## config.mk

```make
export PLATFORM = sky130hd
export DESIGN_NAME = lru_page_replacement_unit
export DESIGN_NICKNAME = d
export VERILOG_FILES = /design/src/design/lrupr_pkg.sv /design/src/design/lru_page_replacement_unit.sv /design/src/design/lrupr_ctrl.sv /design/src/design/lrupr_dp.sv
export SDC_FILE = /design/constraint.sdc
export NUM_CORES = 1
export LEC_CHECK = 0
export BUFFER_PORTS_ARGS = -buffer_cell sky130_fd_sc_hd__buf_2
export CAP_MARGIN = 20
export CORE_AREA = 2 2 201 203
export CTS_BUF_LIST = sky130_fd_sc_hd__clkbuf_4 sky130_fd_sc_hd__clkbuf_8
export DETAILED_ROUTE_END_ITERATION = 10
export DIE_AREA = 0 0 203 205
export PLACE_DENSITY = 0.77
export RECOVER_POWER = 25
export SETUP_SLACK_MARGIN = 0.2
export SYNTH_ARGS = -nofsm -noshare
export SYNTH_HDL_FRONTEND = slang
export SYNTH_HIERARCHICAL = 1
export SYNTH_SLANG_ARGS = --single-unit
```

## constraint.sdc

```tcl
create_clock -name aclk -period 18.2 [get_ports aclk]
set_input_delay 0.91 -clock aclk [delete_from_list [all_inputs] [get_ports aclk]]
set_output_delay 0.91 -clock aclk [all_outputs]
set_load 0.05 [all_outputs]
```

## src/design/lrupr_pkg.sv

```systemverilog
// Shared constants, types and helpers of the LRU page replacement unit.
`timescale 1ns / 1ps
package lrupr_pkg;

    localparam int MAX_FRAMES  = 16;
    localparam int PAGE_BITS   = 16;
    localparam int FRAME_IDX_W = $clog2(MAX_FRAMES);
    localparam int FILL_W      = FRAME_IDX_W + 1;
    localparam int RANK_W      = FRAME_IDX_W;
    localparam int CFG_W       = 5;
    localparam int COUNT_W     = 32;

    localparam logic [CFG_W-1:0] CFG_RESET = CFG_W'(16);

    typedef enum logic [2:0] {
        ST_IDLE   = 3'b001,
        ST_SCAN   = 3'b010,
        ST_UPDATE = 3'b100
    } lrupr_state_t;

    typedef struct packed {
        logic load;
        logic scan;
        logic commit;
    } lrupr_cmd_t;

    typedef struct packed {
        logic scan_last;
        logic out_free;
    } lrupr_status_t;

    // Clamp the programmed frame count into 1..MAX_FRAMES.
    function automatic logic [FILL_W-1:0] eff_limit(input logic [CFG_W-1:0] cfg);
        logic [FILL_W-1:0] lim;
        if (cfg == '0) begin
            lim = FILL_W'(1);
        end else if (int'(cfg) > MAX_FRAMES) begin
            lim = FILL_W'(MAX_FRAMES);
        end else begin
            lim = FILL_W'(cfg);
        end
        return lim;
    endfunction

endpackage

```

## src/design/lru_page_replacement_unit.sv

```systemverilog
// Top level of the LRU page replacement unit.
//
//  channel | ports                                  | transfer
//  --------+----------------------------------------+-------------------------
//  in      | s_valid, s_ready, s_page               | s_valid & s_ready
//  out     | m_valid, m_ready, m_hit, m_frame_index,| m_valid & m_ready
//          | m_evicted_*, m_fault_count             |
//  config  | cfg_we, cfg_wdata                      | cfg_we
//
// Each word is accepted, then the frame page memory is scanned over all
// MAX_FRAMES frames one frame a cycle (hit search and LRU victim in the same
// pass), then ranks, memory and the result register are updated.
// The update stalls while the result register still holds an untaken word.
// Synchronous active-low reset clears valid bits, ranks, counts and sets
// the frame count register to 16; the page memory is not cleared.
`timescale 1ns / 1ps
module lru_page_replacement_unit (
    input  logic                                  aclk,
    input  logic                                  aresetn,
    input  logic                                  cfg_we,
    input  logic [lrupr_pkg::CFG_W-1:0]           cfg_wdata,
    input  logic                                  s_valid,
    output logic                                  s_ready,
    input  logic [lrupr_pkg::PAGE_BITS-1:0]       s_page,
    output logic                                  m_valid,
    input  logic                                  m_ready,
    output logic                                  m_hit,
    output logic [lrupr_pkg::FRAME_IDX_W-1:0]     m_frame_index,
    output logic                                  m_evicted_valid,
    output logic [lrupr_pkg::PAGE_BITS-1:0]       m_evicted_page,
    output logic [lrupr_pkg::COUNT_W-1:0]         m_fault_count
);

    lrupr_pkg::lrupr_cmd_t    cmd;
    lrupr_pkg::lrupr_status_t status;

    lrupr_ctrl u_ctrl (
        .aclk    (aclk),
        .aresetn (aresetn),
        .s_valid (s_valid),
        .s_ready (s_ready),
        .status  (status),
        .cmd     (cmd)
    );

    lrupr_dp u_dp (
        .aclk            (aclk),
        .aresetn         (aresetn),
        .cmd             (cmd),
        .status          (status),
        .cfg_we          (cfg_we),
        .cfg_wdata       (cfg_wdata),
        .s_page          (s_page),
        .m_valid         (m_valid),
        .m_ready         (m_ready),
        .m_hit           (m_hit),
        .m_frame_index   (m_frame_index),
        .m_evicted_valid (m_evicted_valid),
        .m_evicted_page  (m_evicted_page),
        .m_fault_count   (m_fault_count)
    );

endmodule

```

## src/design/lrupr_ctrl.sv

```systemverilog
// Sequencer of the LRU page replacement unit: accept, frame scan, update.
`timescale 1ns / 1ps
module lrupr_ctrl (
    input  logic                   aclk,
    input  logic                   aresetn,
    input  logic                   s_valid,
    output logic                   s_ready,
    input  lrupr_pkg::lrupr_status_t status,
    output lrupr_pkg::lrupr_cmd_t    cmd
);

    lrupr_pkg::lrupr_state_t state_reg, state_next;

    always_comb begin
        state_next = state_reg;
        unique case (state_reg)
            lrupr_pkg::ST_IDLE: begin
                if (s_valid) state_next = lrupr_pkg::ST_SCAN;
            end
            lrupr_pkg::ST_SCAN: begin
                if (status.scan_last) state_next = lrupr_pkg::ST_UPDATE;
            end
            lrupr_pkg::ST_UPDATE: begin
                // hold until the result register can take the word
                if (status.out_free) state_next = lrupr_pkg::ST_IDLE;
            end
            default: state_next = lrupr_pkg::ST_IDLE;
        endcase
    end

    always_ff @(posedge aclk) begin
        if (!aresetn) begin
            state_reg <= lrupr_pkg::ST_IDLE;
        end else begin
            state_reg <= state_next;
        end
    end

    assign s_ready    = (state_reg == lrupr_pkg::ST_IDLE);
    assign cmd.load   = (state_reg == lrupr_pkg::ST_IDLE) && s_valid;
    assign cmd.scan   = (state_reg == lrupr_pkg::ST_SCAN);
    assign cmd.commit = (state_reg == lrupr_pkg::ST_UPDATE) && status.out_free;

endmodule

```

## src/design/lrupr_dp.sv

```systemverilog
// Datapath: frame page memory, valid bits, recency ranks, counters, result register.
`timescale 1ns / 1ps
module lrupr_dp (
    input  logic                                  aclk,
    input  logic                                  aresetn,
    input  lrupr_pkg::lrupr_cmd_t                 cmd,
    output lrupr_pkg::lrupr_status_t              status,
    input  logic                                  cfg_we,
    input  logic [lrupr_pkg::CFG_W-1:0]           cfg_wdata,
    input  logic [lrupr_pkg::PAGE_BITS-1:0]       s_page,
    output logic                                  m_valid,
    input  logic                                  m_ready,
    output logic                                  m_hit,
    output logic [lrupr_pkg::FRAME_IDX_W-1:0]     m_frame_index,
    output logic                                  m_evicted_valid,
    output logic [lrupr_pkg::PAGE_BITS-1:0]       m_evicted_page,
    output logic [lrupr_pkg::COUNT_W-1:0]         m_fault_count
);

    localparam int NF = lrupr_pkg::MAX_FRAMES;
    localparam int IW = lrupr_pkg::FRAME_IDX_W;
    localparam int FW = lrupr_pkg::FILL_W;
    localparam int RW = lrupr_pkg::RANK_W;
    localparam int PW = lrupr_pkg::PAGE_BITS;
    localparam int CW = lrupr_pkg::COUNT_W;

    logic [PW-1:0] page_mem [NF];
    logic [PW-1:0] rd_data_reg;
    logic [IW-1:0] rd_addr;

    logic [lrupr_pkg::CFG_W-1:0] cfg_reg;
    logic [PW-1:0] page_reg;
    logic [FW-1:0] limit_reg;
    logic [IW-1:0] idx_reg;

    logic          hit_found_reg;
    logic [IW-1:0] hit_frame_reg;
    logic [RW-1:0] hit_rank_reg;
    logic          vic_found_reg;
    logic [IW-1:0] vic_frame_reg;
    logic [RW-1:0] vic_rank_reg;
    logic [PW-1:0] vic_page_reg;

    logic [NF-1:0] valid_reg;
    logic [RW-1:0] rank_reg  [NF];
    logic [RW-1:0] rank_next [NF];
    logic [FW-1:0] filled_reg;
    logic [CW-1:0] faults_reg, faults_next;

    logic          m_valid_reg;
    logic          m_hit_reg;
    logic [IW-1:0] m_frame_reg;
    logic          m_ev_valid_reg;
    logic [PW-1:0] m_ev_page_reg;
    logic [CW-1:0] m_count_reg;

    // scan compare of the frame whose page sits in rd_data_reg
    logic          cur_valid;
    logic [RW-1:0] cur_rank;
    logic          cur_match;
    logic          cur_better;

    // update decision
    logic          fill;
    logic [IW-1:0] tgt;
    logic [RW-1:0] old_rank;

    assign status.scan_last = (idx_reg == IW'(NF - 1));
    assign status.out_free  = !m_valid_reg || m_ready;

    // Read one frame ahead of the compare.
    assign rd_addr = cmd.load ? '0 : idx_reg + IW'(1);

    always_ff @(posedge aclk) begin
        rd_data_reg <= page_mem[rd_addr];
        if (cmd.commit && !hit_found_reg) begin
            page_mem[tgt] <= page_reg;
        end
    end

    assign cur_valid  = valid_reg[idx_reg];
    assign cur_rank   = rank_reg[idx_reg];
    assign cur_match  = cur_valid && (rd_data_reg == page_reg);
    assign cur_better = cur_valid && ({1'b0, idx_reg} < limit_reg)
                        && (!vic_found_reg || cur_rank > vic_rank_reg);

    assign fill     = !hit_found_reg && (filled_reg < limit_reg);
    assign tgt      = hit_found_reg ? hit_frame_reg
                    : (fill ? filled_reg[IW-1:0] : vic_frame_reg);
    assign old_rank = hit_found_reg ? hit_rank_reg : vic_rank_reg;

    always_comb begin
        for (int i = 0; i < NF; i++) begin
            rank_next[i] = rank_reg[i];
            if (IW'(i) == tgt) begin
                rank_next[i] = '0;
            end else if (valid_reg[i] && (fill || rank_reg[i] < old_rank)) begin
                rank_next[i] = rank_reg[i] + RW'(1);
            end
        end
    end

    always_comb begin
        faults_next = faults_reg;
        if (!hit_found_reg && faults_reg != '1) faults_next = faults_reg + CW'(1);
    end

    // Per-item scan registers.
    always_ff @(posedge aclk) begin
        if (cmd.load) begin
            page_reg      <= s_page;
            limit_reg     <= lrupr_pkg::eff_limit(cfg_reg);
            idx_reg       <= '0;
            hit_found_reg <= 1'b0;
            vic_found_reg <= 1'b0;
        end else if (cmd.scan) begin
            idx_reg <= idx_reg + IW'(1);
            if (cur_match && !hit_found_reg) begin
                hit_found_reg <= 1'b1;
                hit_frame_reg <= idx_reg;
                hit_rank_reg  <= cur_rank;
            end
            if (cur_better) begin
                vic_found_reg <= 1'b1;
                vic_frame_reg <= idx_reg;
                vic_rank_reg  <= cur_rank;
                vic_page_reg  <= rd_data_reg;
            end
        end
    end

    // Replacement state and configuration.
    always_ff @(posedge aclk) begin
        if (!aresetn) begin
            cfg_reg    <= lrupr_pkg::CFG_RESET;
            valid_reg  <= '0;
            filled_reg <= '0;
            faults_reg <= '0;
            for (int i = 0; i < NF; i++) rank_reg[i] <= '0;
        end else begin
            if (cfg_we) cfg_reg <= cfg_wdata;
            if (cmd.commit) begin
                rank_reg   <= rank_next;
                faults_reg <= faults_next;
                if (fill) begin
                    valid_reg[tgt] <= 1'b1;
                    filled_reg     <= filled_reg + FW'(1);
                end
            end
        end
    end

    // Result register.
    always_ff @(posedge aclk) begin
        if (!aresetn) begin
            m_valid_reg <= 1'b0;
        end else if (cmd.commit) begin
            m_valid_reg <= 1'b1;
        end else if (m_ready) begin
            m_valid_reg <= 1'b0;
        end
    end

    always_ff @(posedge aclk) begin
        if (cmd.commit) begin
            m_hit_reg      <= hit_found_reg;
            m_frame_reg    <= tgt;
            m_ev_valid_reg <= !hit_found_reg && !fill;
            m_ev_page_reg  <= (!hit_found_reg && !fill) ? vic_page_reg : '0;
            m_count_reg    <= faults_next;
        end
    end

    assign m_valid         = m_valid_reg;
    assign m_hit           = m_hit_reg;
    assign m_frame_index   = m_frame_reg;
    assign m_evicted_valid = m_ev_valid_reg;
    assign m_evicted_page  = m_ev_page_reg;
    assign m_fault_count   = m_count_reg;

endmodule

```

# Word-level counts from Yosys, hierarchy flattened
# Memory sizes are Yosys's and may differ from the RTL's. A register that Yosys moved wholly into a read port is not among the register bits.
# Cells that the tools add are included.
# totals
reg_bits	239
mem_bits_rw	256
in_bits	26
out_inout_bits	56
elab_cells	253
n_memories	1
# memory_table
name	depth	width	read_ports	rd_clocked_by_memory_dff	wr	line_no	source
u_dp.page_mem	16	16	1	1	1	lrupr_dp.sv:27	logic [PW-1:0] page_mem [NF];
# classes
n_addsub	19
n_lt_le_gt_ge	24
n_eq_ne	24
mux	53
n_bitwise	3
n_reduce_logical	91
# op_table
op	count
$mux 4	38
$add 4x1->4 const B	17
$lt 4x4->1	16
$reduce_and 2->1	19
$reduce_bool 2->1	17
$add 32x1->32 const B	1
$eq 4x4->1 const A	8
$mux 32	1
$ne 32x32->1 const B	1
$logic_and 1x1->1	27
$logic_or 1x1->1	18
$bmux 4 s4	1
$eq 16x16->1	1
$eq 3x4->1 const A	4
$or 16x16->16	1
$lt 4x5->1 const B	2
$mux 3	3
$pmux 3 s3	1
$reduce_and 3->1	3
$eq 2x4->1 const A	2
$mux 1	6
$add 5x1->5 const B	1
$ge 5x5->1 const B	1
$gt 5x5->1 const B	1
20 further kinds	24

# Logic depth before layout (Yosys ltp)
# Gate-level depths: netlist of run 1.
# logic_depth
depth_word	9
mapped_depth	12
ltp_nobuf	10

# Hierarchy
# Netlist of run 1, hierarchy kept.
# by_module_without_submodules
module	n_inst	cells_per_inst	area_per_inst_um2	seq_area_each_um2
lrupr_dp	1	1867	23201.0	13803.2
lrupr_ctrl	1	23	216.5	60.1

# Worst setup path before layout of run 1
# Ideal clock, no wire load.
# synth_timing
path_type	input -> register
startpoint	in m_ready
endpoint	mem u_dp/page_mem[10][0] in the netlist's numbering (enable)
setup_ps	388
arrival_time_ps	6666
t_required_ps	17812
path_slack_ps	11146
stages	8
path_buffers	3
path_cell_list	nand2b_1 -> nand2_1 -> nor3_1 -> clkbuf_1 -> nand2_1 -> clkbuf_1 -> clkbuf_1 -> nor2_1
# synth_lines
element	line_no	source
start, declared	lru_page_replacement_unit.sv:26	input logic m_ready,
end, declared	lrupr_dp.sv:27	

# Worst setup path in the final report of run 1
# layout_timing
startpoint	reg u_dp.hit_found_reg
endpoint	mem u_dp/page_mem[7][8] in the netlist's numbering (enable)
# layout_via
elab_chain_len	4
word_cells_on_any_way	7
cone_classes	mux (4); reduce/logical (3)
# layout_rtl
element	line_no	source
start, declared	lrupr_dp.sv:36	logic hit_found_reg;
start signal, assigned	lrupr_dp.sv:114	hit_found_reg <= 1'b0;
start signal, assigned	lrupr_dp.sv:119	hit_found_reg <= 1'b1;
$logic_not 1->1	lrupr_dp.sv:76, lrupr_dp.sv:87	
$logic_and 1x1->1 (on tied branches)	lrupr_dp.sv:87, lrupr_dp.sv:76	
$mux 4 or $mux 1 (tied branches)	lrupr_dp.sv:89, lrupr_dp.sv:76	
$mux 4 or $mux 1 (tied branches)	lrupr_dp.sv:88, lrupr_dp.sv:77	
# Several ways; a longest one is shown, not always the timed one.

==> results.md, run 1 <==
- Seq cells post-synth: 511
- Most frequent cells in the layout: edfxtp_1, nand2_1, dfxtp_1, nand3_1, nor2_1
- Status: completed
- Synth top area cells: edfxtp_1, dfxtp_1, ha_1
- Synth Cell Area: 23,400 um2
- Fin crit period: 4.36 ns
- Crit share post-route: 23.9%
- Die H: 205 um
- VDD IR max: 0.0000607 V
- Final RePlAce weighted congestion: 0.939
- Setup_tns: 0 ns
- Area occupied by multi-input gates: 8940 um2
- Crit Path Category: register to register
- FILL cells: 2,809
- Skew-Pair Late Insertion Delay: 0.64 ns
- Critical Path Fanout Max: 23
- Root Driver: clkbuf_8
- FF-to-FF End: u_dp/page_mem[7][8]
- Sequential share of the synthesized area: 59.2%
- Unique masters post-synth: 74
- Via density: 6.38
- Dpl hpwl: 35.2 mm
- Syn-to-layout area delta: 11.2%
- Die area: 41,600 um2
- Hold Path End: u_dp/page_reg[12]
- Crit Reg-Reg Startpoint: u_dp/hit_found_reg
- Final ANT Viol Nets: 0
- IO Port Bufs: 81
- Setup repair after global routing missed its margin: false
- Post-CTS setup buffer count: 0
- Clk_skew: 0.0252 ns
- Setup crit start kind: register
- Vias: 16,459
- Max-slew headroom: 24.2%
- # IOs: 82
- Largest net degree at the start of global routing: 82
- Power Dens Cells: 93.3 nW/um2
- FF-to-FF path depth: 9
- Grt total ovfl: 0
- Number of flip-flops in the largest register: 256
- CTS buffer count: 81
- Register area: 13,900 um2
- First-pass GRT wire length: 86.6 mm
- Core area: 39,400 um2
- Htree depth: 3
- Avg Inst Size Synth: 12.4 um2
- Post-synth top flop: edfxtp_1
- Antenna violations before repair: 0
- Maxcap violations: 0
- Fin. max-slew vios: 0
- TritonRoute pass-1 iters: 6
- Final Hold Fails: 0
- HP Start: s_page[12]
- Hold WS: 0.446 ns
- Diode count: 0
- Initial DRC count: 1,715
- Worst Hold Class: primary input to register
- Worst setup EP type: register
- Fmax: 229 MHz
- Yosys warnings: 6
- Clock slew at reported path FFs: 0.06 ns
- Number of synthesized flops with an enable pin: 363
- Synthesized instance count: 1,890
- Commonest non-fill, non-tap cell in the layout: edfxtp_1
- Share of layout cells above drive strength 1: 17.0%
- WP data required: 18.52 ns
- Yosys top cell by area: edfxtp_1
- Post-CTS Hold Buffers: 0
- Residual DRC count: 0
- Max Buffers Root-to-Sink: 3
- Slew at the pin closest to its max-slew limit: 1.13 ns
- Clk sink count: 511
- Worst hold stages: 1
- Setup slack, reg-to-reg: 13.84 ns
- Leakage power: 8.73 nW
- Post-synthesis async set-or-reset flop share: 0%
- Drt wl/cell: 21.4 um
- DRT Wirelength: 55.3 mm
- Synthesized Nets: 1,996
- Post-cts sizing count: 0
- Initial Utilization: 59.5%
- Vias in the first global route: 15,809
- Chip Width: 203 um
- Global-route usage over all layers: 26.8%
- Nets: 2,092
- Site Rows: 73
- Final setup vio count: 0
- Worst Path Arrival: 4.68 ns
- CTS tree: yes
- Post-synth top area share: 46.5%
==> kinds of logic (layout without fill, tap and decap cells) <==
| logic type | count (synthesis) | in the layout | synth area share [%] |
|---|---|---|---|
| compound gates | 326 | 326 | 9.70 |
| xor+xnor | 82 | 82 | 3.07 |
| fa+ha+maj | 80 | 80 | 4.27 |
| buf+inv | 151 | 316 | 2.86 |
| flops | 511 | 511 | 59.2 |
| mux | 72 | 72 | 5.34 |
| simple gates | 668 | 668 | 15.6 |
==> worst max-delay path by stage <==
stage / start / endpoint / depth (start not counted)
2_1_floorplan: m_ready / u_dp/page_mem[10][0] / 8
3_3_place_gp: u_dp/idx_reg[0] / u_dp/vic_page_reg[13] / 10
3_5_place_dp: u_dp/hit_found_reg / u_dp/page_mem[7][8] / 9
4_1_cts: u_dp/hit_found_reg / u_dp/page_mem[7][8] / 9
5_1_grt: u_dp/hit_found_reg / u_dp/rank_reg[4] / 9
6_report: u_dp/hit_found_reg / u_dp/page_mem[7][8] / 9
==> worst max-delay path, cell delays in order, from the launching register on <==
cell and delay, ns:
dfxtp_1 1.02, inv_2 0.23, a31o_1 0.25, a41o_1 0.46
a221o_1 0.38, buf_4 0.22, inv_2 0.57, nand4_1 0.39
nor2_1 0.19, buf_4 0.28
==> synthesized netlist by cell type (14+ instances only) <==
cell	count
a21oi_1	67
o22ai_1	29
nand2_1	154
o221ai_1	17
xor2_1	49
nor4_1	32
mux2i_1	27
or3_1	47
clkbuf_1	87
and2_1	21
nor2b_1	34
nand4_1	48
mux4_2	42
nand3_1	109
a311oi_1	30
edfxtp_1	363
nor3_1	25
o21ai_0	68
ha_1	80
a211oi_1	17
nor2_1	104
inv_1	23
buf_2	14
and3_1	26
o31a_1	16
dfxtp_1	148
xnor2_1	33
==> metal layers <==
metal	share of wire, %	track usage (%)	vias to the layer above
met1	41	36.9	7923
met3	11	6.63	88
met5	0	0	-
met4	1.9	8.97	0
li1	-	-	7507
met2	46	41.8	941
==> cell type report <==
cell class,instances,area share (%)
clock inverters,26,0.601
multi-input cells,1228,34.3
flip-flops and latches,511,53.2
inverters,28,0.413
repair buffers,136,3.01
well taps,525,2.52
clock buffers,126,5.87
==> power by group <==
part / total, mW / switching, mW / internal [mW] / leakage, nW
logic: 0.151 / 0.0971 / 0.0536 / 3.40
clock network: 0.994 / 0.454 / 0.540 / 0.900
registers: 1.28 / 0.0217 / 1.26 / 4.43
==> metrics by stage <==
stage / instance area (um2) / utilization, % / power (mW) / cells / setup WS (ns)
after floorplan: 23400 / - / 1.41 / 1890 / 11.15
after global placement: 24400 / 61.9 / 1.45 / 2425 / 13.89
after detailed placement: 24400 / 62.0 / 1.46 / 2427 / 13.94
after CTS: 26100 / 66.2 / 2.44 / 2579 / 13.88
after global routing: 26000 / 66.1 / 2.52 / 2580 / 13.56
final: 26000 / 66.1 / 2.43 / 2580 / 13.84
(Power assumes the default switching activity.)
==> run 2: changes to the inputs <==
==> constraint.sdc (replaced) <==
create_clock -name aclk -period 4.44 [get_ports aclk]
set_input_delay 0.222 -clock aclk [delete_from_list [all_inputs] [get_ports aclk]]
set_output_delay 0.222 -clock aclk [all_outputs]
set_load 0.05 [all_outputs]
==> run 2 against run 1 <==
Setup slack got worse by 13 ns. Clock power increased to 4.0 times the previous value. Highest routed layer unchanged. Largest power group unchanged. Largest cell class unchanged. First-iteration DRC count increased by 4.3%. Maximum frequency increased by 9.7%. Critical path type unchanged. Combinational power increased to 4.3 times the previous value. Via count increased by 1.6%. Routed wire length increased by 1.5%. Sequential cell count unchanged. Critical path depth unchanged. Sequential power increased to 4.1 times the previous value.
==> results.md, run 2 (synthesized netlist as in run 1, its figures left out) <==
- Crit share post-route: 89.5% (was 23.9%)
- Core area: 39,400 um2 (unchanged)
- Critical Path Fanout Max: 21 (was 23)
- Residual DRC count: 0 (unchanged)
- Root Driver: clkbuf_8 (unchanged)
- Crit Path Category: register to register (unchanged)
- Site Rows: 73 (unchanged)
- Placed cell areas: 24,500 um2 (was 24,400 um2)
- Slew at the pin closest to its max-slew limit: 1.07 ns (was 1.13 ns)
- Grt total ovfl: 0 (unchanged)
- Die area: 41,600 um2 (unchanged)
- Drt wl/cell: 21.4 um (about the same)
- Most crowded layer after global routing: met2 (unchanged)
- Clock slew at reported path FFs: 0.06 ns (about the same)
- Hold Path End: u_dp/cfg_reg[0] (was u_dp/page_reg[12])
- Global-route usage over all layers: 27.4% (was 26.8%)
- Worst Path Arrival: 4.30 ns (was 4.68 ns)
- Setup_tns: 0 ns (unchanged)
- Met1 global-route usage: 38.2% (was 36.9%)
- Fin crit period: 3.97 ns (was 4.36 ns)
- DRT Wirelength: 56.1 mm (was 55.3 mm)
- Post-cts sizing count: 0 (unchanged)
- # IOs: 82 (unchanged)
- WP data required: 4.77 ns (was 18.52 ns)
- CP max stage cell: a221oi_4 (was dfxtp_1)
- HP Start: aresetn (was s_page[12])
- FF-to-FF path depth: 9 (unchanged)
- Final ANT Viol Nets: 0 (unchanged)
- VDD IR max: 0.000281 V (was 0.0000607 V)
- Maxcap violations: 0 (unchanged)
- Worst Hold Class: primary input to register (unchanged)
- Post-CTS Hold Buffers: 29 (was 0)
- Chip Width: 203 um (unchanged)
- Largest net degree at the start of global routing: 76 (was 82)
- Met3 track demand over resource: 5.68% (was 6.63%)
- First-pass GRT wire length: 88.9 mm (was 86.6 mm)
- Max-slew headroom: 28.7% (was 24.2%)
- Status: completed (unchanged)
- Htree depth: 3 (unchanged)
- Skew-Pair Late Insertion Delay: 0.66 ns (was 0.64 ns)
- Crit-path cells: inv_1, ha_1, a21oi_1, o21ai_2, a41o_1, a221oi_4, nand4_1, nor2_1, buf_4 (was inv_2, a31o_1, a41o_1, a221o_1, buf_4, inv_2, nand4_1, nor2_1, buf_4)
- Initial DRC count: 1,789 (was 1,715)
- Commonest non-fill, non-tap cell in the layout: edfxtp_1 (unchanged)
- Die H: 205 um (unchanged)
- FF-to-FF End: u_dp/page_mem[1][12] (was u_dp/page_mem[7][8])
- Hold WS: 0.231 ns (was 0.446 ns)
- Setup repair after global routing missed its margin: false (unchanged)
- Diode count: 0 (unchanged)
- Vias: 16,727 (was 16,459)
- Final core utilization: 67.0% (was 66.1%)
- Worst hold stages: 3 (was 1)
- M2 GR Usage: 42.7% (was 41.8%)
- Final RePlAce weighted congestion: 0.946 (was 0.939)
- Fin. max-slew vios: 0 (unchanged)
- Power Dens Cells: 377 nW/um2 (was 93.3 nW/um2)
- Share of layout cells above drive strength 1: 17.1% (was 17.0%)
- Syn-to-layout area delta: 12.7% (was 11.2%)
- Post-CTS setup buffer count: 0 (unchanged)
- Number of flip-flops in the largest register: 256 (unchanged)
- Dpl hpwl: 36.3 mm (was 35.2 mm)
- Final instance area: 26,400 um2 (was 26,000 um2)
- Via density: 6.39 (was 6.38)
- Leakage power: 8.89 nW (was 8.73 nW)
- Power after layout: 9.93 mW (was 2.43 mW)
- Initial Utilization: 59.5% (unchanged)
- Final Hold Fails: 0 (unchanged)
- Fmax: 252 MHz (was 229 MHz)
- CTS tree: yes (unchanged)
- Clk_skew: 0.0422 ns (was 0.0252 ns)
- Final setup vio count: 0 (unchanged)
- Setup slack, reg-to-reg: 0.47 ns (was 13.84 ns)
- Nets: 2,135 (was 2,092)
- TritonRoute pass-1 iters: 6 (unchanged)
- Setup crit start kind: register (unchanged)
- Worst setup EP type: register (unchanged)
- Crit Reg-Reg Startpoint: u_dp/limit_reg[2] (was u_dp/hit_found_reg)
- Max Buffers Root-to-Sink: 3 (unchanged)
- Vias in the first global route: 16,293 (was 15,809)
- CP peak stage delay: 1.00 ns (was 1.02 ns)
- IO Port Bufs: 81 (unchanged)
- Most frequent cells in the layout: edfxtp_1, nand2_1, dfxtp_1, nand3_1, nor2_1 (unchanged)
- Clk sink count: 511 (unchanged)
- Antenna violations before repair: 0 (unchanged)
- CTS buffer count: 82 (was 81)
-- run 2: worst max path at each step --
| stage | slack [ns] | to | startpoint | depth (start not counted) |
|---|---|---|---|---|
| global placement | 0.71 | u_dp/page_mem[8][11] | u_dp/limit_reg[2] | 9 |
| floorplan | 0.23 | u_dp/page_mem[10][0] | u_dp/m_valid | 8 |
| global route | 0.31 | u_dp/page_mem[9][8] | u_dp/limit_reg[2] | 9 |
| finish | 0.47 | u_dp/page_mem[1][12] | u_dp/limit_reg[2] | 9 |
| detailed placement | 0.64 | u_dp/page_mem[7][10] | u_dp/limit_reg[2] | 10 |
| CTS | 0.55 | u_dp/page_mem[8][3] | u_dp/limit_reg[2] | 9 |
-- run 2: metrics by stage --
stage / instances / setup slack (ns)
floorplan: 1890 / 0.226
CTS: 2617 / 0.550
global route: 2617 / 0.309
finish: 2617 / 0.465
global placement: 2441 / 0.713
detailed placement: 2441 / 0.638
-- run 2: worst max-delay path, delay by kind of cell, from the launching register on --
family / cells / cell delay [ns]
AO/OA/AOI/OAI: 4 / 1.85
AND/OR/NAND/NOR: 2 / 0.78
buffers and inverters: 2 / 0.40
flip-flops: 1 / 0.36
adder cells (fa/ha/maj): 1 / 0.25
-- run 2: layout make-up --
class	instances	area [um2]
inverters	28	108
repair buffers	178	1160
well taps	525	657
clock buffers	115	1410
multi-input cells	1228	8960
fillers	2716	13000
flip-flops and latches	511	13900
clock inverters	32	226
-- run 2: report_power, final --
part / total, mW / internal, mW / switching, mW
registers: 5.27 / 5.18 / 0.0932
logic: 0.644 / 0.242 / 0.401
clock network: 4.02 / 2.19 / 1.83
-- run 2: routing by layer --
layer	vias to the layer above	share of wire, %
met5	-	0
li1	7590	-
met3	127	9.9
met4	0	2.4
met1	8122	42
met2	888	46
